==> src/rtl/cpcl_pkg.sv <==
// shared types, widths and constants of the chassis power current limiter
package cpcl_pkg;

    localparam int IN_LANES        = 4;
    localparam int DEF_MOTOR_LANES = 4;
    localparam int CMD_W           = 16;
    localparam int SUM_W           = 18;
    localparam int BUD_W           = 18;
    localparam int BASE_W          = 17;
    localparam int BNUM_W          = 33;
    localparam int BDEN_W          = 16;
    localparam int BQUO_W          = 19;
    localparam int LNUM_W          = 34;
    localparam int LDEN_W          = 19;
    localparam int LQUO_W          = 15;
    localparam int QUEUE_DEPTH     = 4;
    localparam int CFG_IDX_W       = 3;
    localparam int CFG_DATA_W      = 17;

    localparam logic [15:0]      FLOOR_BUFFER = 16'd320;
    localparam logic [BUD_W-1:0] BUDGET_MAX   = 18'd262142;

    // register indexes
    localparam logic [CFG_IDX_W-1:0] REG_WARNING_BUFFER = 3'd0;
    localparam logic [CFG_IDX_W-1:0] REG_POWER_KNEE     = 3'd1;
    localparam logic [CFG_IDX_W-1:0] REG_POWER_CEILING  = 3'd2;
    localparam logic [CFG_IDX_W-1:0] REG_BUFFER_BUDGET  = 3'd3;
    localparam logic [CFG_IDX_W-1:0] REG_POWER_BUDGET   = 3'd4;
    localparam logic [CFG_IDX_W-1:0] REG_MOTOR_COUNT    = 3'd5;

    typedef logic signed [CMD_W-1:0] cmd_t;
    typedef cmd_t [IN_LANES-1:0] cmd_vec_t;

    typedef struct packed {
        logic [15:0] warning_buffer;
        logic [15:0] power_knee;
        logic [15:0] power_ceiling;
        logic [16:0] buffer_current_budget;
        logic [16:0] power_current_budget;
        logic [2:0]  motor_count;
    } cfg_t;

    // classified word handed from front to back
    typedef struct packed {
        logic              on;
        logic [BASE_W-1:0] base;
        logic [BNUM_W-1:0] num;
        logic [BDEN_W-1:0] den;
        cmd_vec_t          cmds;
        logic [SUM_W-1:0]  sum;
    } item_t;

    // carried alongside the budget divider
    typedef struct packed {
        logic              on;
        logic              ovf;
        logic [BASE_W-1:0] base;
        cmd_vec_t          cmds;
        logic [SUM_W-1:0]  sum;
    } bside_t;

    // carried alongside the lane dividers
    typedef struct packed {
        logic             scaled;
        logic [BUD_W-1:0] budget;
        cmd_vec_t         cmds;
    } lside_t;

endpackage

==> src/rtl/cpcl_queue.sv <==
// short word queue between front and back
module cpcl_queue (
    input  logic            clk,
    input  logic            rst_n,
    input  logic            push_valid,
    output logic            push_ready,
    input  cpcl_pkg::item_t push_data,
    output logic            pop_valid,
    input  logic            pop_ready,
    output cpcl_pkg::item_t pop_data
);

    localparam int DEPTH = cpcl_pkg::QUEUE_DEPTH;
    localparam int AW    = $clog2(DEPTH);

    cpcl_pkg::item_t mem [DEPTH];
    logic [AW-1:0]   wr_reg;
    logic [AW-1:0]   rd_reg;
    logic [AW:0]     count_reg;
    logic            push;
    logic            pop;

    assign push_ready = (count_reg != (AW+1)'(DEPTH));
    assign pop_valid  = (count_reg != '0);
    assign push       = push_valid && push_ready;
    assign pop        = pop_valid && pop_ready;
    assign pop_data   = mem[rd_reg];

    // storage
    always_ff @(posedge clk)
    begin
        if (push)
            mem[wr_reg] <= push_data;
    end

    // pointers and fill count
    always_ff @(posedge clk or negedge rst_n)
    begin
        if (!rst_n)
        begin
            wr_reg    <= '0;
            rd_reg    <= '0;
            count_reg <= '0;
        end
        else
        begin
            if (push)
                wr_reg <= wr_reg + 1'b1;
            if (pop)
                rd_reg <= rd_reg + 1'b1;
            if (push && !pop)
                count_reg <= count_reg + 1'b1;
            else if (pop && !push)
                count_reg <= count_reg - 1'b1;
        end
    end

    a_count_bound: assert property (@(posedge clk) disable iff (!rst_n)
        count_reg <= (AW+1)'(DEPTH))
        else $error("queue fill count past depth");
    a_ptr_gap: assert property (@(posedge clk) disable iff (!rst_n)
        (count_reg == '0 || count_reg == (AW+1)'(DEPTH)) |-> wr_reg == rd_reg)
        else $error("queue pointers disagree with fill count");
    a_push_count: assert property (@(posedge clk) disable iff (!rst_n)
        (push && !pop) |=> count_reg == $past(count_reg) + 1'b1)
        else $error("queue count missed a push");

endmodule

==> config.mk <==
export PLATFORM = sky130hd
export DESIGN_NAME = cpcl_queue
export DESIGN_NICKNAME = d
export VERILOG_FILES = /design/src/rtl/cpcl_pkg.sv /design/src/rtl/cpcl_queue.sv
export SDC_FILE = /design/constraint.sdc
export NUM_CORES = 1
export LEC_CHECK = 0
export ABC_AREA = 1
export BUFFER_PORTS_ARGS = -buffer_cell sky130_fd_sc_hd__buf_2
export CAP_MARGIN = 20
export CORE_MARGIN = 3
export CORE_UTILIZATION = 58
export DETAILED_ROUTE_END_ITERATION = 10
export PLACE_DENSITY = 0.8
export SLEW_MARGIN = 10
export SYNTH_ARGS = -nofsm -noshare
export SYNTH_HDL_FRONTEND = slang
export SYNTH_SLANG_ARGS = --single-unit
==> constraint.sdc <==
create_clock -name clk -period 10.98 [get_ports clk]
set_clock_uncertainty 0.2 [all_clocks]
set_input_delay 2.196 -clock clk [delete_from_list [all_inputs] [get_ports clk]]
set_output_delay 2.196 -clock clk [all_outputs]
set_load 0.05 [all_outputs]
# After elaboration in Yosys (flattened, before gate mapping)

Memory sizes are Yosys's and may differ from the RTL's.
Cells that the tools add are included.

Flip-flop bits (word level): 7
Memory bits (writable): 596
Memories: 1
Output and inout port bits: 151

Multiplexer cells: 4
Reductions and logical operators: 8
Eq/ne operators: 1
Add/subtract/negate cells: 4

Memories:

| name | words | bits a word | read ports | clocked after memory_dff | write ports | RTL line         | source |
|---|---|---|---|---|---|---|---|
| mem  | 4     | 149         | 1          | 0                        | 1           | cpcl_queue.sv:16 | `cpcl_pkg::item_t mem [DEPTH];` |

Operators with widths:

| operator                                                           | number |
|---|---|
| 3-bit two-way mux                                                  | 2 |
| 2-bit by 1-bit adder with 2-bit output, second input constant      | 2 |
| 1-bit logical AND                                                  | 4 |
| 3-bit by 1-bit adder with 3-bit output, second input constant      | 1 |
| 3-bit != test, second input constant                               | 1 |
| 3-bit nonzero test                                                 | 1 |
| 3-bit by 1-bit subtractor with 3-bit output, second input constant | 1 |
| 1-bit zero test                                                    | 2 |
| 1-bit two-way mux                                                  | 2 |
| 2-bit nonzero test                                                 | 1 |

# Depth between registers and ports, before layout

Gate-level depths: netlist of run 1.

Depth in word-level cells: 6
Depth in mapped cells: 12

# Worst setup path after synthesis of run 1

Ideal clock, no wire load.

Kind: input to register
Start point: input port push_valid
End point: memory mem[0][0] (netlist bit), enable pin
Buffers on the path: 0
Data required time: 10.120 ns
Arrival time: 8.575 ns
Cell stages on the path: 2
Library setup time: 0.660 ns
Slack: 1.545 ns
Cell sequence: nand2_1 nor2_1

Longest elaborated chain between the ends: 3

Ends and longest elaborated chain:

| item                                    | RTL line         | source |
|---|---|---|
| start, declared                         | cpcl_queue.sv:5  | `input logic push_valid,` |
| 1-bit logical AND                       | cpcl_queue.sv:25 | `assign push = push_valid && push_ready;` |
| 1-bit two-way mux                       | cpcl_queue.sv:32 | `if (push)` |
| 1-bit two-way mux (implied by the code) | cpcl_queue.sv:33 | `mem[wr_reg] <= push_data;` |
| end, declared                           | cpcl_queue.sv:16 |  |

No other way between the ends.

==> results of run 1 <==
## layout make-up
class	count	area, µm²
fillers	2661	12800
flip-flops and latches	603	18100
multi-input cells	782	4160
clock buffers	68	1550
well taps	525	657
repair buffers	321	1660
diodes	5	12.5
inverters	314	1190
clock inverters	40	293
## per-layer routing
metal	vias to the layer above	GRT usage (%)	part of all wire [%]
met5	-	0	0.11
met4	8	7.27	2.7
met3	87	4.39	7.0
met2	407	37.0	51
met1	6810	27.3	39
li1	6863	-	-
## final timing paths
check	depth (start not counted)	end	slack (ns)
worst max register to register	6	mem[1][41]	7.66
worst max-delay path	7	pop_data[48]	4.60
min in group asynchronous	1	rd_reg[0]	1.24
worst min register to register	2	count_reg[2]	0.32
max in group asynchronous	1	rd_reg[1]	9.15
worst min-delay path	2	count_reg[2]	0.32
## placed cells by master (no fill, tap or decap), drive strengths merged
cell,Yosys,routed
fa,1,1
dfrtp,7,7
ha,5,5
nand4,1,1
clkbuf,26,68
nand3,7,7
o21ai,1,1
edfxtp,596,596
clkinvlp,0,4
inv,314,315
xnor2,1,1
buf,73,321
nor2,4,4
nand2,464,464
o211ai,298,298
diode,0,5
bufinv,0,4
clkinv,0,31
## cells by family (layout without fill, tap and decap cells)
kind of cell / count (synthesis) / count (layout) / synth area share (%)
AND/OR/NAND/NOR: 476 / 476 / 7.48
AO/OA/AOI/OAI: 299 / 299 / 9.32
XOR/XNOR: 1 / 1 / 0.0364
adder cells (fa/ha/maj): 6 / 6 / 0.343
other: 0 / 5 / 0
flip-flops: 603 / 603 / 75.1
buffers and inverters: 413 / 743 / 7.68
## cells in the mapped netlist
| master | n | share of area [%] |
|---|---|---|
| buf_2 | 39 | 0.81 |
| buf_4 | 2 | 0.062 |
| buf_6 | 32 | 1.5 |
| clkbuf_1 | 26 | 0.41 |
| dfrtp_1 | 7 | 0.73 |
| edfxtp_1 | 596 | 74 |
| fa_1 | 1 | 0.083 |
| ha_1 | 5 | 0.26 |
| inv_1 | 312 | 4.9 |
| inv_2 | 2 | 0.031 |
| nand2_1 | 464 | 7.2 |
| nand3_1 | 7 | 0.15 |
| nand4_1 | 1 | 0.026 |
| nor2_1 | 4 | 0.062 |
| o211ai_1 | 298 | 9.3 |
| o21ai_0 | 1 | 0.021 |
| xnor2_1 | 1 | 0.036 |
## tightest hold or removal path: cells and delay by family (launching register included)
family / cells / cell delay [ns]
simple gates: 2 / 0.12
flops: 1 / 0.37
## through the flow
stage               setup slack (ns)  std cells
global placement                5.48       2545
global route                    4.28       2656
detailed placement              5.37       2545
floorplan                       1.54       1798
CTS                             4.63       2653
finish                          4.60       2658
==> impl_metrics.json, run 1 <==
{
  "status": "complete, no violations",
  "grt_pass1_vias": 14226,
  "drt_first_pass_iters": 5,
  "wl_per_cell_um": 17.8,
  "relSlewSlack_pct": 24.1,
  "crit_family": "buffers and inverters",
  "ys_seq_area_share_pct": 75.1,
  "synth.distinct_cells": 17,
  "core_mm2": 0.0404,
  "postCtsHoldBufs": 0,
  "crit_path_start": "rd_reg[0]",
  "fin_util_pct": 68.4,
  "clkLatencyLatePin_ns": 0.59,
  "port_buffers": 303,
  "drive_above_1_share_pct": 19.4,
  "drtIter0Drc": 1078,
  "finalHoldViolations": 0,
  "hold_ws_ns": 0.318,
  "track_usage_pct": 21.4,
  "areaGrowthSynthToFinish_pct": 14.8,
  "cts_buffer_depth": 3,
  "dieHeight_um": 210,
  "cap_violations": 0,
  "ios": 304,
  "rows": 73,
  "critPathCaptureType": "output port",
  "cp_max_fo": 123,
  "routed-via-count": 14175,
  "synth_cells": 1798,
  "slew_violations": 0,
  "die_w_um": 210,
  "largest_register_ffs": 596,
  "antenna_found_initial": 8,
  "hp-class": "register to register",
  "drc": 0,
  "r2r_start": "count_reg[0]",
  "grt_overflow_total": 0,
  "syn-cell-area_mm2": 0.0241,
  "htreeDepth": 2,
  "cpPeakStageDelay_ns": 0.87,
  "cts_root_buf": "clkbuf_16",
  "path_buf_inv": 4,
  "wirelength_um": 47400,
  "cts_setup_buffers": 0,
  "min_from": "count_reg[2]",
  "post_cts_resized": 0,
  "crit_required_ns": 8.58,
  "max_freq_mhz": 157,
  "crit_chain": "inv_8 > buf_4 > buf_4 > nand2_1 > o211ai_1 > nand2_1 > buf_2",
  "final_area_mm2": 0.0276,
  "dp_hpwl_um": 27500,
  "grt_pass1_wl_um": 74300,
  "die-area_mm2": 0.0439,
  "post-route-min-period_ns": 6.38,
  "grt_setup_unrepaired": "no",
  "start_util_pct": 59.6,
  "numCtsBuffers": 58,
  "path_clk_slew_ns": 0.06,
  "setup_violations": 0,
  "clock-sinks": 603,
  "ant_nets": 0,
  "grt_max_degree": 278,
  "fin_tns_setup_ns": 0,
  "crit_type": "register to output port",
  "syn_avg_cell_area_um2": 13.4,
  "period_share_pct": 58.1,
  "synthesis.nets": 1957,
  "dpl-instance-area_mm2": 0.0257,
  "finalNetCount": 2239,
  "arrival_ns": 3.99,
  "critPathSlowestCell": "buf_4",
  "synth_warnings": 0,
  "vias_per_cell": 5.33,
  "gp_congestion": 0.756,
  "cts_tree": "built",
  "ys_seq_elements": 603,
  "worst_slew_pin_slew_ns": 1.14,
  "start_kind": "register"
}
Power of run 1 is left out: the tool's default activity adds up to more than one toggle a clock period on the data nets, which glitch-free logic cannot reach.
==> run 2, diff against run 1 <==
==> constraint.sdc (replaced) <==
create_clock -name clk -period 6.7 [get_ports clk]
set_clock_uncertainty 0.2 [all_clocks]
set_input_delay 1.34 -clock clk [delete_from_list [all_inputs] [get_ports clk]]
set_output_delay 1.34 -clock clk [all_outputs]
set_load 0.05 [all_outputs]
==> impl_metrics.json, run 2 (same netlist as run 1, synthesis figures left out) <==
{
  "power_frac_seq_pct": 35.6,
  "post_cts_resized": 0,
  "postCtsHoldBufs": 0,
  "cp_common_cell": "buf_4",
  "cts_tree": "built",
  "largest_register_ffs": 596,
  "max_freq_mhz": 201,
  "die_w_um": 210,
  "drc": 0,
  "final_area_mm2": 0.0277,
  "routed-via-count": 14560,
  "fin_tns_setup_ns": 0,
  "path_clk_slew_ns": 0.06,
  "crit_chain": "buf_4 > buf_4 > o211ai_1 > nand2_1 > buf_2",
  "finalHoldViolations": 0,
  "clkLatencyLatePin_ns": 0.60,
  "peakVddDrop_mv": 0.481,
  "crit_family": "buffers and inverters",
  "slew_violations": 0,
  "dp_cells": 2546,
  "powerDensity_mw_per_mm2": 525,
  "netSwitchingPower_w": 0.00642,
  "cp_max_fo": 67,
  "ios": 304,
  "path_buf_inv": 3,
  "layoutNonFillerInstCount": 2654,
  "fillers": 2676,
  "hp-class": "register to register",
  "areaGrowthSynthToFinish_pct": 15.0,
  "relSlewSlack_pct": 28.3,
  "final_cell_mix": "edfxtp_1 (596), nand2_1 (464), inv_1 (312)",
  "wl_per_cell_um": 18.9,
  "p_clk_share_pct": 21.8,
  "vias_per_cell": 5.49,
  "grt_setup_unrepaired": "no",
  "start_kind": "register",
  "period_share_pct": 74.1,
  "drt_first_pass_iters": 7,
  "cpPeakStageDelay_ns": 0.74,
  "port_buffers": 303,
  "cts_root_buf": "clkbuf_16",
  "critPathSlowestCell": "buf_4",
  "drive_above_1_share_pct": 19.0,
  "grt_max_degree": 193,
  "arrival_ns": 3.42,
  "htreeDepth": 2,
  "numCtsBuffers": 57,
  "die-area_mm2": 0.0439,
  "dpl-instance-area_mm2": 0.0258,
  "clock-sinks": 603,
  "status": "complete, no violations",
  "switching_share_pct": 44.2,
  "start_util_pct": 59.6,
  "core_mm2": 0.0404,
  "track_usage_pct": 22.7,
  "dieHeight_um": 210,
  "worst_slew_pin_slew_ns": 1.08,
  "wirelength_um": 50100,
  "gp_congestion": 0.821,
  "crit_type": "register to output port",
  "ant_nets": 0,
  "power_w": 0.0145,
  "cap_violations": 0,
  "critPathCaptureType": "output port",
  "drtIter0Drc": 1184,
  "setup_violations": 0,
  "finalNetCount": 2239,
  "combPwrFrac_pct": 42.6,
  "intPower_w": 0.00811,
  "hold_ws_ns": 0.324,
  "antenna_found_initial": 8,
  "cts_buffer_depth": 3,
  "cts_setup_buffers": 0,
  "rows": 73,
  "post-route-min-period_ns": 4.96,
  "final_common_cell": "edfxtp_1",
  "dp_hpwl_um": 30000,
  "crit_required_ns": 5.16,
  "p_leak_nw": 11.1,
  "grt_pass1_vias": 14264,
  "grt_pass1_wl_um": 77700,
  "grt_overflow_total": 0
}
## run 2: cell types whose count changed in the layout (fill, tap and decap cells not counted)
cell        previous run  this run
clkinv_2              14         5
clkbuf_1               7        15
clkinv_1              17        13
buf_12                 1         4
bufinv_16              4         7
buf_4                 17        15
clkbuf_16             61        59
clkinvlp_4             4         2
clkinv_4               0         1
## run 2: routing by layer
metal	part of all wire, %	up-vias	track usage (%)
li1	-	6861	-
met1	38	7032	29.1
met2	51	556	39.0
met3	8.3	99	5.05
met4	2.4	12	7.30
met5	0.15	-	0
## run 2: worst paths after layout
kind / slack, ns / endpoint / start / depth (start not counted)
worst min register to register: 0.32 / count_reg[2] / count_reg[2] / 2
worst min-delay path: 0.32 / count_reg[2] / count_reg[2] / 2
min in group asynchronous: 0.36 / count_reg[1] / rst_n / 1
worst max-delay path: 1.74 / pop_data[48] / rd_reg[1] / 5
max in group asynchronous: 5.77 / rd_reg[1] / rst_n / 1
worst max register to register: 3.67 / mem[2][47] / count_reg[0] / 5
## run 2: cell type report
type,instances,area (µm²),share of cell area (%)
diodes,5,12.5,0.0452
clock buffers,74,1530,5.54
clock inverters,29,317,1.14
inverters,314,1190,4.30
multi-input cells,782,4160,15.0
flip-flops and latches,603,18100,65.4
well taps,525,657,2.38
repair buffers,322,1710,6.18
## run 2: power groups by stage
| stage | sequential (W) | combinational (W) | clock [W] |
|---|---|---|---|
| 3_5_place_dp | 0.00524 | 0.00621 | 0 |
| 4_1_cts | 0.00517 | 0.00625 | 0.00321 |
| 3_3_place_gp | 0.00521 | 0.00611 | 0 |
| 6_report | 0.00516 | 0.00619 | 0.00317 |
| 5_1_grt | 0.00522 | 0.00662 | 0.00338 |
| 2_1_floorplan | 0.00533 | 0.00488 | 0 |
## run 2: worst min-delay path: cells and delay by family, from the launching register on
| family | cells | cell delay, ns |
|---|---|---|
| flip-flops | 1 | 0.38 |
| AND/OR/NAND/NOR | 2 | 0.12 |
## run 2: stage by stage
stage	setup slack (ns)	util, %
floorplan	-1.88	-
global placement	2.47	63.9
detailed placement	2.40	63.9
CTS	1.70	68.5
global route	1.52	68.5
finish	1.74	68.5
Note: power is estimated with default switching activity, not from simulation.
