`src/rtl/cpcl_pkg.sv`:
```
// shared types, widths and constants of the chassis power current limiter
package cpcl_pkg;

    localparam int IN_LANES        = 4;
    localparam int DEF_MOTOR_LANES = 4;
    localparam int CMD_W           = 16;
    localparam int SUM_W           = 18;
    localparam int BUD_W           = 18;
    localparam int BASE_W          = 17;
    localparam int BNUM_W          = 33;
    localparam int BDEN_W          = 16;
    localparam int BQUO_W          = 19;
    localparam int LNUM_W          = 34;
    localparam int LDEN_W          = 19;
    localparam int LQUO_W          = 15;
    localparam int QUEUE_DEPTH     = 4;
    localparam int CFG_IDX_W       = 3;
    localparam int CFG_DATA_W      = 17;

    localparam logic [15:0]      FLOOR_BUFFER = 16'd320;
    localparam logic [BUD_W-1:0] BUDGET_MAX   = 18'd262142;

    // register indexes
    localparam logic [CFG_IDX_W-1:0] REG_WARNING_BUFFER = 3'd0;
    localparam logic [CFG_IDX_W-1:0] REG_POWER_KNEE     = 3'd1;
    localparam logic [CFG_IDX_W-1:0] REG_POWER_CEILING  = 3'd2;
    localparam logic [CFG_IDX_W-1:0] REG_BUFFER_BUDGET  = 3'd3;
    localparam logic [CFG_IDX_W-1:0] REG_POWER_BUDGET   = 3'd4;
    localparam logic [CFG_IDX_W-1:0] REG_MOTOR_COUNT    = 3'd5;

    typedef logic signed [CMD_W-1:0] cmd_t;
    typedef cmd_t [IN_LANES-1:0] cmd_vec_t;

    typedef struct packed {
        logic [15:0] warning_buffer;
        logic [15:0] power_knee;
        logic [15:0] power_ceiling;
        logic [16:0] buffer_current_budget;
        logic [16:0] power_current_budget;
        logic [2:0]  motor_count;
    } cfg_t;

    // classified word handed from front to back
    typedef struct packed {
        logic              on;
        logic [BASE_W-1:0] base;
        logic [BNUM_W-1:0] num;
        logic [BDEN_W-1:0] den;
        cmd_vec_t          cmds;
        logic [SUM_W-1:0]  sum;
    } item_t;

    // carried alongside the budget divider
    typedef struct packed {
        logic              on;
        logic              ovf;
        logic [BASE_W-1:0] base;
        cmd_vec_t          cmds;
        logic [SUM_W-1:0]  sum;
    } bside_t;

    // carried alongside the lane dividers
    typedef struct packed {
        logic             scaled;
        logic [BUD_W-1:0] budget;
        cmd_vec_t         cmds;
    } lside_t;

endpackage

```
`src/rtl/cpcl_front.sv`:
```
// front part: takes a word, masks lanes, sums magnitudes, sets up the budget division
module cpcl_front #(
    parameter int MOTOR_LANES = cpcl_pkg::DEF_MOTOR_LANES
) (
    input  logic               clk,
    input  logic               rst_n,
    input  cpcl_pkg::cfg_t     cfg,
    input  logic               in_valid,
    output logic               in_ready,
    input  logic               limiter_on,
    input  logic [15:0]        measured_power,
    input  logic [15:0]        buffer_energy,
    input  cpcl_pkg::cmd_vec_t cmds,
    output logic               item_valid,
    input  logic               item_ready,
    output cpcl_pkg::item_t    item
);

    localparam int HW_LANES = (MOTOR_LANES < cpcl_pkg::IN_LANES) ?
                              MOTOR_LANES : cpcl_pkg::IN_LANES;

    logic                          valid_reg;
    cpcl_pkg::item_t               item_reg;
    cpcl_pkg::item_t               item_next;
    logic [2:0]                    lanes;
    logic [15:0]                   mag [cpcl_pkg::IN_LANES];
    logic [16:0]                   mul_a;
    logic [15:0]                   mul_b;
    logic                          adv;

    assign adv      = !valid_reg || item_ready;
    assign in_ready = adv;

    // lanes in use, saturated to the hardware lanes
    assign lanes = (cfg.motor_count > 3'(HW_LANES)) ? 3'(HW_LANES) : cfg.motor_count;

    // mask unused lanes, add up magnitudes and pick the budget case
    always_comb
    begin
        item_next.sum = '0;
        for (int k = 0; k < cpcl_pkg::IN_LANES; k++)
        begin
            item_next.cmds[k] = (3'(k) < lanes) ? cmds[k] : '0;
            mag[k] = item_next.cmds[k][15] ? 16'(-item_next.cmds[k]) : item_next.cmds[k];
            item_next.sum = item_next.sum + cpcl_pkg::SUM_W'(mag[k]);
        end

        item_next.on = limiter_on;
        mul_a = 17'd0;
        mul_b = 16'd1;
        item_next.den  = 16'd1;
        item_next.base = cfg.buffer_current_budget;
        if (buffer_energy < cfg.warning_buffer)
        begin
            mul_a = cfg.buffer_current_budget;
            mul_b = (buffer_energy > cpcl_pkg::FLOOR_BUFFER) ? buffer_energy :
                    cpcl_pkg::FLOOR_BUFFER;
            item_next.den  = cfg.warning_buffer;
            item_next.base = '0;
        end
        else if (measured_power <= cfg.power_knee)
        begin
            mul_a = cfg.power_current_budget;
        end
        else if (measured_power < cfg.power_ceiling)
        begin
            mul_a = cfg.power_current_budget;
            mul_b = cfg.power_ceiling - measured_power;
            item_next.den = cfg.power_ceiling - cfg.power_knee;
        end
        item_next.num = cpcl_pkg::BNUM_W'(mul_a) * cpcl_pkg::BNUM_W'(mul_b);
    end

    // front register
    always_ff @(posedge clk or negedge rst_n)
    begin
        if (!rst_n)
            valid_reg <= 1'b0;
        else if (adv)
            valid_reg <= in_valid;
    end

    always_ff @(posedge clk)
    begin
        if (adv && in_valid)
            item_reg <= item_next;
    end

    assign item_valid = valid_reg;
    assign item       = item_reg;

endmodule

```
`config.mk`:
```
export PLATFORM = sky130hd
export DESIGN_NAME = cpcl_front
export DESIGN_NICKNAME = d
export VERILOG_FILES = /design/src/rtl/cpcl_pkg.sv /design/src/rtl/cpcl_front.sv
export SDC_FILE = /design/constraint.sdc
export NUM_CORES = 1
export LEC_CHECK = 0
export BUFFER_PORTS_ARGS = -buffer_cell sky130_fd_sc_hd__buf_2
export CAP_MARGIN = 5
export CORE_ASPECT_RATIO = 0.6
export CORE_MARGIN = 2
export CORE_UTILIZATION = 40
export CTS_CLUSTER_DIAMETER = 50
export DETAILED_ROUTE_END_ITERATION = 7
export SKIP_LAST_GASP = 1
export SYNTH_ARGS = -nofsm -noshare
export SYNTH_HDL_FRONTEND = slang
export SYNTH_SLANG_ARGS = --single-unit
```
`constraint.sdc`:
```
create_clock -name clk -period 7.95 [get_ports clk]
set_clock_uncertainty 0.2 [all_clocks]
set_input_delay 1.1925 -clock clk [delete_from_list [all_inputs] [get_ports clk]]
set_output_delay 1.1925 -clock clk [all_outputs]
set_load 0.05 [all_outputs]
```
* After elaboration in Yosys (flattened, before gate mapping)
Cells that the tools add are included.
** Word-level totals
- Bits in registers :: 150
- Input bits :: 186
- Output and inout bits :: 151
- Logic and storage cells :: 51
** Cells by class
- Add/subtract/negate cells :: 9
- Multiply operators :: 1
- Magnitude comparators :: 9
- Multiplexer cells :: 19
- Reductions and logical operators :: 3
** Operators with widths (number)
- two-way mux 16 bit :: 15
- negation 16 bit :: 4
- two-way mux 17 bit :: 3
- multiplier 17 x 16 -> 33 bit :: 1
- less-than comparator 16 bit :: 2
- subtractor 16 bit :: 2
- adder 17 x 16 -> 18 bit :: 1
- adder 18 x 16 -> 18 bit :: 1
- adder 16 x 16 -> 17 bit :: 1
- greater-than comparator 16 x 9 -> 1 bit (second input constant) :: 1
- less-or-equal comparator 16 bit :: 1
- less-than comparator 1 x 3 -> 1 bit (first input constant) :: 2
- less-than comparator 2 x 3 -> 1 bit (first input constant) :: 2
- greater-than comparator 3 bit (second input constant) :: 1
- two-way mux 3 bit :: 1
- logical AND 1 bit :: 1
- zero test 1 bit :: 1
- logical OR 1 bit :: 1

* Logic depth before layout (Yosys ltp)
Gate-level depths: netlist (run 1).
- Depth after elaboration :: 9
- Mapped depth :: 36
- Gate-level depth less buffers :: 34

* Worst setup path after synthesis (run 1)
OpenSTA, ideal clock, no wires.
- Path type :: input to register
- Start point :: in cfg[37] (netlist bit)
- End point :: reg item_reg (netlist bit item[127]) (data pin)
- Setup time :: 264 ps
- Data arrival time :: 8875 ps
- Data required time :: 7486 ps
- Slack :: -1390 ps
- Cell stages on the path :: 33
- Buffers on the path :: 2
- Cells stage by stage :: inv_1 -> ha_1 -> fa_1 -> nor2b_1 -> o21ai_1 -> a21boi_1 -> o31ai_2 -> o31a_1 -> a211oi_2 -> and3_1 -> buf_4 -> a22o_2 -> buf_2 -> nand2_1 -> fa_1 -> inv_1 -> fa_1 -> fa_1 -> fa_1 -> fa_1 -> inv_1 -> fa_1 -> inv_1 -> ha_1 -> a21oi_1 -> o21bai_1 -> a21o_1 -> a2111oi_2 -> nor2_1 -> a221oi_2 -> nor3_2 -> a2111oi_2 -> xnor2_1
** RTL lines
- from (decl) :: line cpcl_front.sv:7 : input cpcl_pkg::cfg_t cfg,
- to (signal assigned) :: line cpcl_front.sv:86 : item_reg <= item_next;
- to (decl) :: line cpcl_front.sv:23 : cpcl_pkg::item_t item_reg;

==> results of run 1 <==
[synth_stat cells, types with 14 or more instances]
cell type,instances
nand2_1,185
clkbuf_1,26
o21ai_0,50
nand3_1,38
and2_1,86
fa_1,242
a22o_1,21
buf_2,20
o31ai_1,22
nor2_1,204
xnor2_1,68
a21o_1,40
a21oi_1,55
inv_1,306
ha_1,188
a22oi_1,14
nor3_1,22
nor2b_1,20
nand2b_1,20
o21a_1,14
edfxtp_1,149
and3_1,23
xor2_1,46
[metal layers]
layer  vias to the layer above  wire [um]  GRT usage, %
met2                       614      27100          35.7
met4                         2        811          5.03
met1                      8635      32500          41.0
met5                         -        159          2.31
met3                        55       6210          8.03
li1                       8226          -             -
[repair_timing]
| action | in CTS | in global routing |
|---|---|---|
| setup buffers | 37 | 36 |
| resized for setup | 107 | 89 |
| cloned | 5 | 1 |
| pin swaps | 77 | 85 |
| setup endpoints to repair | 22 | 22 |
[worst max-delay path by stage]
stage,start,endpoint
6_report,cfg[37],item[130]
5_1_grt,cfg[37],item[127]
4_1_cts,cfg[37],item[127]
3_5_place_dp,cfg[46],item[127]
3_3_place_gp,measured_power[2],item[127]
2_1_floorplan,cfg[37],item[127]
[stage by stage]
step	hold WS [ns]	setup TNS, ns	std cells	area, um2	worst slack [ns]
after floorplan	0.697	-7.78	2031	20000	-0.848
after global placement	0.306	-24.27	3290	24900	-1.60
after detailed placement	0.323	-26.51	3290	24900	-1.66
after CTS	0.253	-8.65	3363	26300	-0.768
after global routing	0.262	-18.80	3401	27000	-1.24
final	0.280	-12.79	3401	27000	-0.929
[worst register-to-register path, cell delays in order, from the launching register on]
cell      delay [ns]
dfrtp_1         0.37
nand2b_1        0.11
and2_4          0.47
buf_4           0.83
[final cells by class]
cell class / instances / area [um2]
diodes: 5 / 12.5
clock buffers: 17 / 425
clock inverters: 15 / 136
fillers: 4295 / 21100
inverters: 306 / 1160
multi-input cells: 1524 / 14800
flip-flops and latches: 150 / 4500
well taps: 640 / 801
repair buffers: 744 / 5140
[cell families after synthesis]
| kind of cell | share of synthesized area, % |
|---|---|
| mux | 0.307 |
| xor+xnor | 5.10 |
| compound gates | 12.1 |
| flops | 23.0 |
| fa+ha+maj | 36.8 |
| buf+inv | 7.09 |
| simple gates | 15.6 |
==> flow_summary.ini, run 1 <==
[synthesis]
syn-cell-area_um2 = 19600
netlist_instances = 2031
synth_top_area_share_pct = 24.8
synth.area.top_cells = fa_1 (25%), edfxtp_1 (23%), ha_1 (12%)
synth.distinct_cells = 79
syn_area_per_cell_um2 = 9.63
synthArstFlopShare_pct = 0.667
yosysSeqAreaShare_pct = 23.0
yosysWarnings = 0
ys.flop_type = edfxtp_1
syn_nets = 2647
ys_seq_elements = 150
synth-edff-count = 149
synth_top_area_cell = fa_1

[sta]
relSlewSlack_pct = 36.8
rsz0062_at_grt = true
finalCritPeriodShare_pct = 112
tightest_slew_ns = 0.948
period_needed_ns = 8.88
max_freq_mhz = 113
slew_viol_final = 0
setup_viol = 21
hold_viol_final = 0
setup_slack_ns = -0.929

[clock_tree]
clock-sinks = 150
root_buffer = clkbuf_16
clock_latency_ns = 0.47
cts_max_level = 4
cts.clk_slew.worst_paths_ns = 0.07
cts_tree = done
cts_buffers = 17
hold_buffers = 0
clockBufferDepth = 2

[run_status]
outcome = finished, violations left
violations = negative setup slack

[finish]
drive_gt1_share_pct = 35.7
areaGrowthSynthToFinish_pct = 37.8
final_common_cell = buf_4
largest_reg_flops = 149
final_cell_mix = buf_4 (358), buf_2 (334), inv_1 (289)
fin_util_pct = 56.1
nNetsFinal = 3359

[worst_setup_path]
reg2regPathDepth = 3
critPathTopFamily = adder cells
reg2reg_slack_ns = 5.54
rr_startpoint = item_valid
cpMaxStageDelayCell = fa_1
r2r_end = item[81]
path_depth = 36
crit_top_cell = fa_1
critPathBufInv = 10
start_kind = primary input
path_max_fanout = 6
cp.required_ns = 7.98
worstPathArrival_ns = 8.91
path_class = primary input to register
cp-end-kind = register
slowest_delay_ns = 0.53

[detailed_routing]
wire_per_inst_um = 19.6
drtAntennaViolNets = 0
drt-pass1-iter-count = 5
routed_wl_um = 66800
num_vias = 17532
drc = 0
viasPerCell = 5.15
drt_iter0_drc = 1428

[floorplan]
ios = 337
start_util_pct = 40.7
rows = 62
die_height_um = 175
die_w_um = 289
dieArea_um2 = 50700
coreArea_um2 = 48000

[placement]
io_buffers = 336
dp_hpwl_um = 54200
globalplace.congestion = 1.01

[grt]
grt_usage_pct = 26.4
grt_antenna_before_repair = 5
overflow = 0
grt_max_degree = 68
grt_first_pass_wirelength_um = 101000
grt_pass1_vias = 17575

[hold_path]
hp-class = primary input to asynchronous set/reset pin

[flow_run]
cap_violations = 0
Power of run 1 is left out: the tool's default activity adds up to more than one toggle a clock period on the data nets, which glitch-free logic cannot reach.
==> inputs of run 2 (changes only) <==
SKIP_CTS_REPAIR_TIMING = 1   (was not set)
==> run 2 against run 1 <==
The flow still finishes with violations (negative setup slack). Non-clock buffer count shrank 43. Critical path depth unchanged. Setup slack got worse by 0.11 ns. Register-to-register slack is essentially flat. Utilization decreased by 1.6 points. Maximum frequency shrank 1.2%. Count of clock-buffer cells in the layout stayed put. Cell area fell by 2.9%. Global-route usage is 0.80 points lower. Flip-flop and latch count did not move. Sequential share of layout area is 0.50 points higher. Die area unchanged.
==> flow_summary.ini, run 2 (same netlist as run 1, synthesis figures left out) <==
[sta]
period_needed_ns = 8.99
setup_slack_ns = -1.04
hold_viol_final = 0
rsz0062_at_grt = true
max_freq_mhz = 111
tightest_slew_ns = 0.959
setup_tns_ns = -13.14
hold_ws_ns = 0.281
finalCritPeriodShare_pct = 113
slew_viol_final = 0
setup_viol = 21
relSlewSlack_pct = 36.1

[finish]
areaGrowthSynthToFinish_pct = 33.8
multi_input_area_um2 = 14500
seq_area_um2 = 4500
final_cells = 3355
final_cell_mix = buf_4 (340), buf_2 (334), inv_1 (294)
drive_gt1_share_pct = 32.8
final_common_cell = buf_4
largest_reg_flops = 149
nNetsFinal = 3316
n_fill_cell = 4343

[floorplan]
coreArea_um2 = 48000
die_height_um = 175
die_w_um = 289
dieArea_um2 = 50700
rows = 62
start_util_pct = 40.7
ios = 337

[worst_setup_path]
rr_startpoint = item_valid
path_max_fanout = 8
start_kind = primary input
cp.required_ns = 7.98
crit_top_cell = fa_1
critPathBufInv = 9
worstPathArrival_ns = 9.01
slowest_delay_ns = 0.50
path_class = primary input to register
cpMaxStageDelayCell = fa_1
cp-end-kind = register
critPathTopFamily = adder cells
crit_start = cfg[37]

[placement]
io_buffers = 336
numPlacedInstances = 3290
dp_hpwl_um = 54200
dp_slack_ns = -1.66
globalplace.congestion = 1.01

[grt]
grt_max_degree = 68
grt_pass1_vias = 17139
overflow = 0
grt_usage_pct = 25.7
grt_first_pass_wirelength_um = 98300
grt_antenna_before_repair = 2

[run_status]
violations = negative setup slack
outcome = finished, violations left

[detailed_routing]
wire_per_inst_um = 19.4
drc = 0
num_vias = 17217
viasPerCell = 5.13
routed_wl_um = 65100
drt-pass1-iter-count = 5
drtAntennaViolNets = 0
drt_iter0_drc = 1374

[clock_tree]
cts_buffers = 17
clock-sinks = 150
clock_latency_ns = 0.47
cts_max_level = 4
cts_tree = done
cts.clk_slew.worst_paths_ns = 0.07
root_buffer = clkbuf_16
clockBufferDepth = 2

[hold_path]
hp-class = primary input to asynchronous set/reset pin

[flow_run]
cap_violations = 0
-- run 2: changes by cell type in the layout (fill, tap and decap cells not counted), sizes merged --
cell / before / now
buf: 743 / 701
diode: 5 / 2
clkbuf: 18 / 17
-- run 2: worst paths after layout --
path	to	slack, ns	cells past startpoint
max	item[127]	-1.04	36
min	item_valid	0.28	1
max reg2reg	item[81]	5.54	3
min reg2reg	item_valid	0.34	2
max in group asynchronous	item_valid	7.19	1
min in group clk	item_valid	0.34	2
-- run 2: per-layer routing --
layer / GRT usage [%] / part of all wire (%)
met5: 2.31 / 0.24
met4: 4.27 / 0.89
met3: 8.03 / 9.3
met2: 34.8 / 41
met1: 39.7 / 49
-- run 2: stage by stage --
stage,area [um2],util (%)
5_1_grt,26200,54.5
2_1_floorplan,20000,-
3_5_place_dp,24900,51.9
4_1_cts,25500,53.1
3_3_place_gp,24900,51.9
6_report,26200,54.5
-- run 2: layout make-up --
type | instances | share of cell area, %
sequential | 150 | 17.2
clock inverter | 15 | 0.521
clock buffer | 17 | 1.63
multi-input combinational | 1524 | 55.3
inverter | 306 | 4.44
antenna | 2 | 0.0191
timing repair buffer | 701 | 17.9
tap | 640 | 3.06
Power of run 2 is left out for the same reason.
==> inputs of run 3 (changes only) <==
ABC_AREA = 1   (was not set)
==> run 3 against run 2 <==
The flow now finishes without violations. Via count rose by 15%. Wire length is 14% higher. Worst hold slack worse by 0.011 ns. Global-route usage rose by 2.2 points. Sequential share of layout area shrank 0.52 points. Utilization shrank 1.6 points. Flip-flop and latch count unchanged. Critical path type unchanged. Critical endpoint is now item[128].
==> flow_summary.ini, run 3 <==
[clock_tree]
clock-sinks = 150
cts_max_level = 4
cts_tree = done
clockBufferDepth = 2
cts_buffers = 17
cts.clk_slew.worst_paths_ns = 0.07
root_buffer = clkbuf_16
clock_latency_ns = 0.48

[synthesis]
post-synth-top-count-cell = nand2_1
netlist_instances = 2628
synthMuxAreaShare_pct = 0
yosys.area_share.simple_pct = 22.6
syn-cell-area_um2 = 20700
ys_seq_elements = 150
synth_top_area_cell = fa_1
synth.distinct_cells = 46
synthArstFlopShare_pct = 0.667
synth_adder_area_share_pct = 34.8
synth-compound-area-share_pct = 6.44
ys.flop_type = edfxtp_1
yosysSeqAreaShare_pct = 21.8
synthXorXnorAreaFrac_pct = 3.05
synth-edff-count = 149
syn_nets = 3244
yosysWarnings = 0
syn_area_per_cell_um2 = 7.86
synth.area.top_cells = fa_1 (23%), edfxtp_1 (22%), nand2_1 (12%)
synth_top_area_share_pct = 23.5
netlist_top_cells_count = nand2_1 (667), inv_1 (531), nor2_1 (290)
synth_top_family_by_area = adder cells

[worst_setup_path]
worstPathArrival_ns = 7.82
cp-endpoint = item[128]
path_class = primary input to register
path_max_fanout = 13
crit_top_cell = nand2_1
reg2reg_slack_ns = 6.01
cp-end-kind = register
rr_startpoint = item_valid
r2r_end = item[6]
reg2regPathDepth = 2
slowest_delay_ns = 0.64
start_kind = primary input
crit_start = cfg[37]
cpMaxStageDelayCell = fa_2
cp.required_ns = 7.98

[finish]
final_common_cell = nand2_1
multi_input_area_um2 = 14400
largest_reg_flops = 149
n_fill_cell = 4933
final_cell_mix = nand2_1 (635), inv_1 (521), buf_2 (336)
nNetsFinal = 3902
seq_area_um2 = 4500
drive_gt1_share_pct = 26.9
areaGrowthSynthToFinish_pct = 30.6

[sta]
finalCritPeriodShare_pct = 98.0
rsz0062_at_grt = true
setup_viol = 0
setup_tns_ns = 0
hold_viol_final = 0
relSlewSlack_pct = 41.0
max_freq_mhz = 128
slew_viol_final = 0
period_needed_ns = 7.79
tightest_slew_ns = 0.885

[grt]
grt_antenna_before_repair = 12
overflow = 0
grt_max_degree = 150
grt_usage_pct = 27.8
grt_pass1_vias = 19864
grt_first_pass_wirelength_um = 114000

[detailed_routing]
drc = 0
drtAntennaViolNets = 0
routed_wl_um = 74100
drt-pass1-iter-count = 5
wire_per_inst_um = 18.5
num_vias = 19841
viasPerCell = 4.96
drt_iter0_drc = 1693

[floorplan]
start_util_pct = 40.5
die_height_um = 180
ios = 337
rows = 64
coreArea_um2 = 51000
die_w_um = 297
dieArea_um2 = 53500

[placement]
dp_hpwl_um = 63300
globalplace.congestion = 0.996
io_buffers = 336

[run_status]
outcome = finished clean

[flow_run]
cap_violations = 0

[hold_path]
hp-class = primary input to asynchronous set/reset pin
run 3: worst min path at each step:
stage	start	to	slack (ns)	cells after the start
3_5_place_dp	item_valid	item_valid	0.40	2
5_1_grt	rst_n	item_valid	0.25	1
2_1_floorplan	rst_n	item_valid	0.70	0
4_1_cts	rst_n	item_valid	0.25	1
3_3_place_gp	item_valid	item_valid	0.36	2
6_report	rst_n	item_valid	0.27	1
run 3: per-layer routing:
layer | GRT usage [%] | vias to the layer above | routed length (um)
met4 | 5.80 | 7 | 1180
met2 | 40.6 | 806 | 30700
met3 | 6.57 | 79 | 6240
li1 | - | 9456 | -
met5 | 0 | - | 95
met1 | 41.8 | 9493 | 35900
run 3: critical path: cells and delay by family:
family          cells  cell delay (ns)
compound gates      5             0.67
simple gates       15             1.30
fa+ha+maj           9             3.91
buf+inv             6             0.71
run 3: final cells by class:
class                   count  area share (%)
multi-input cells        1890            53.2
repair buffers            688            17.1
flip-flops and latches    150            16.7
inverters                 539            7.52
well taps                 693            3.21
clock buffers              17            1.58
clock inverters            15           0.584
diodes                      7          0.0649
run 3: per-stage QoR:
step,hold WS [ns],instance area (um2),util (%),worst slack (ns),std cells
floorplan,0.697,20700,-,0.143,2628
global placement,0.360,25800,50.5,-0.661,3953
detailed placement,0.399,25800,50.5,-0.688,3953
CTS,0.253,26300,51.6,-0.210,3985
global route,0.252,27000,52.9,-0.109,3998
finish,0.270,27000,52.9,0.161,3999
run 3: kinds of logic (layout without fill, tap and decap cells):
logic type,Yosys count,in the layout
simple gates,1146,1146
fa+ha+maj,430,430
compound gates,242,242
flops,150,150
buf+inv,588,1259
xor+xnor,72,72
other cells,0,7
Power of run 3 is left out for the same reason.
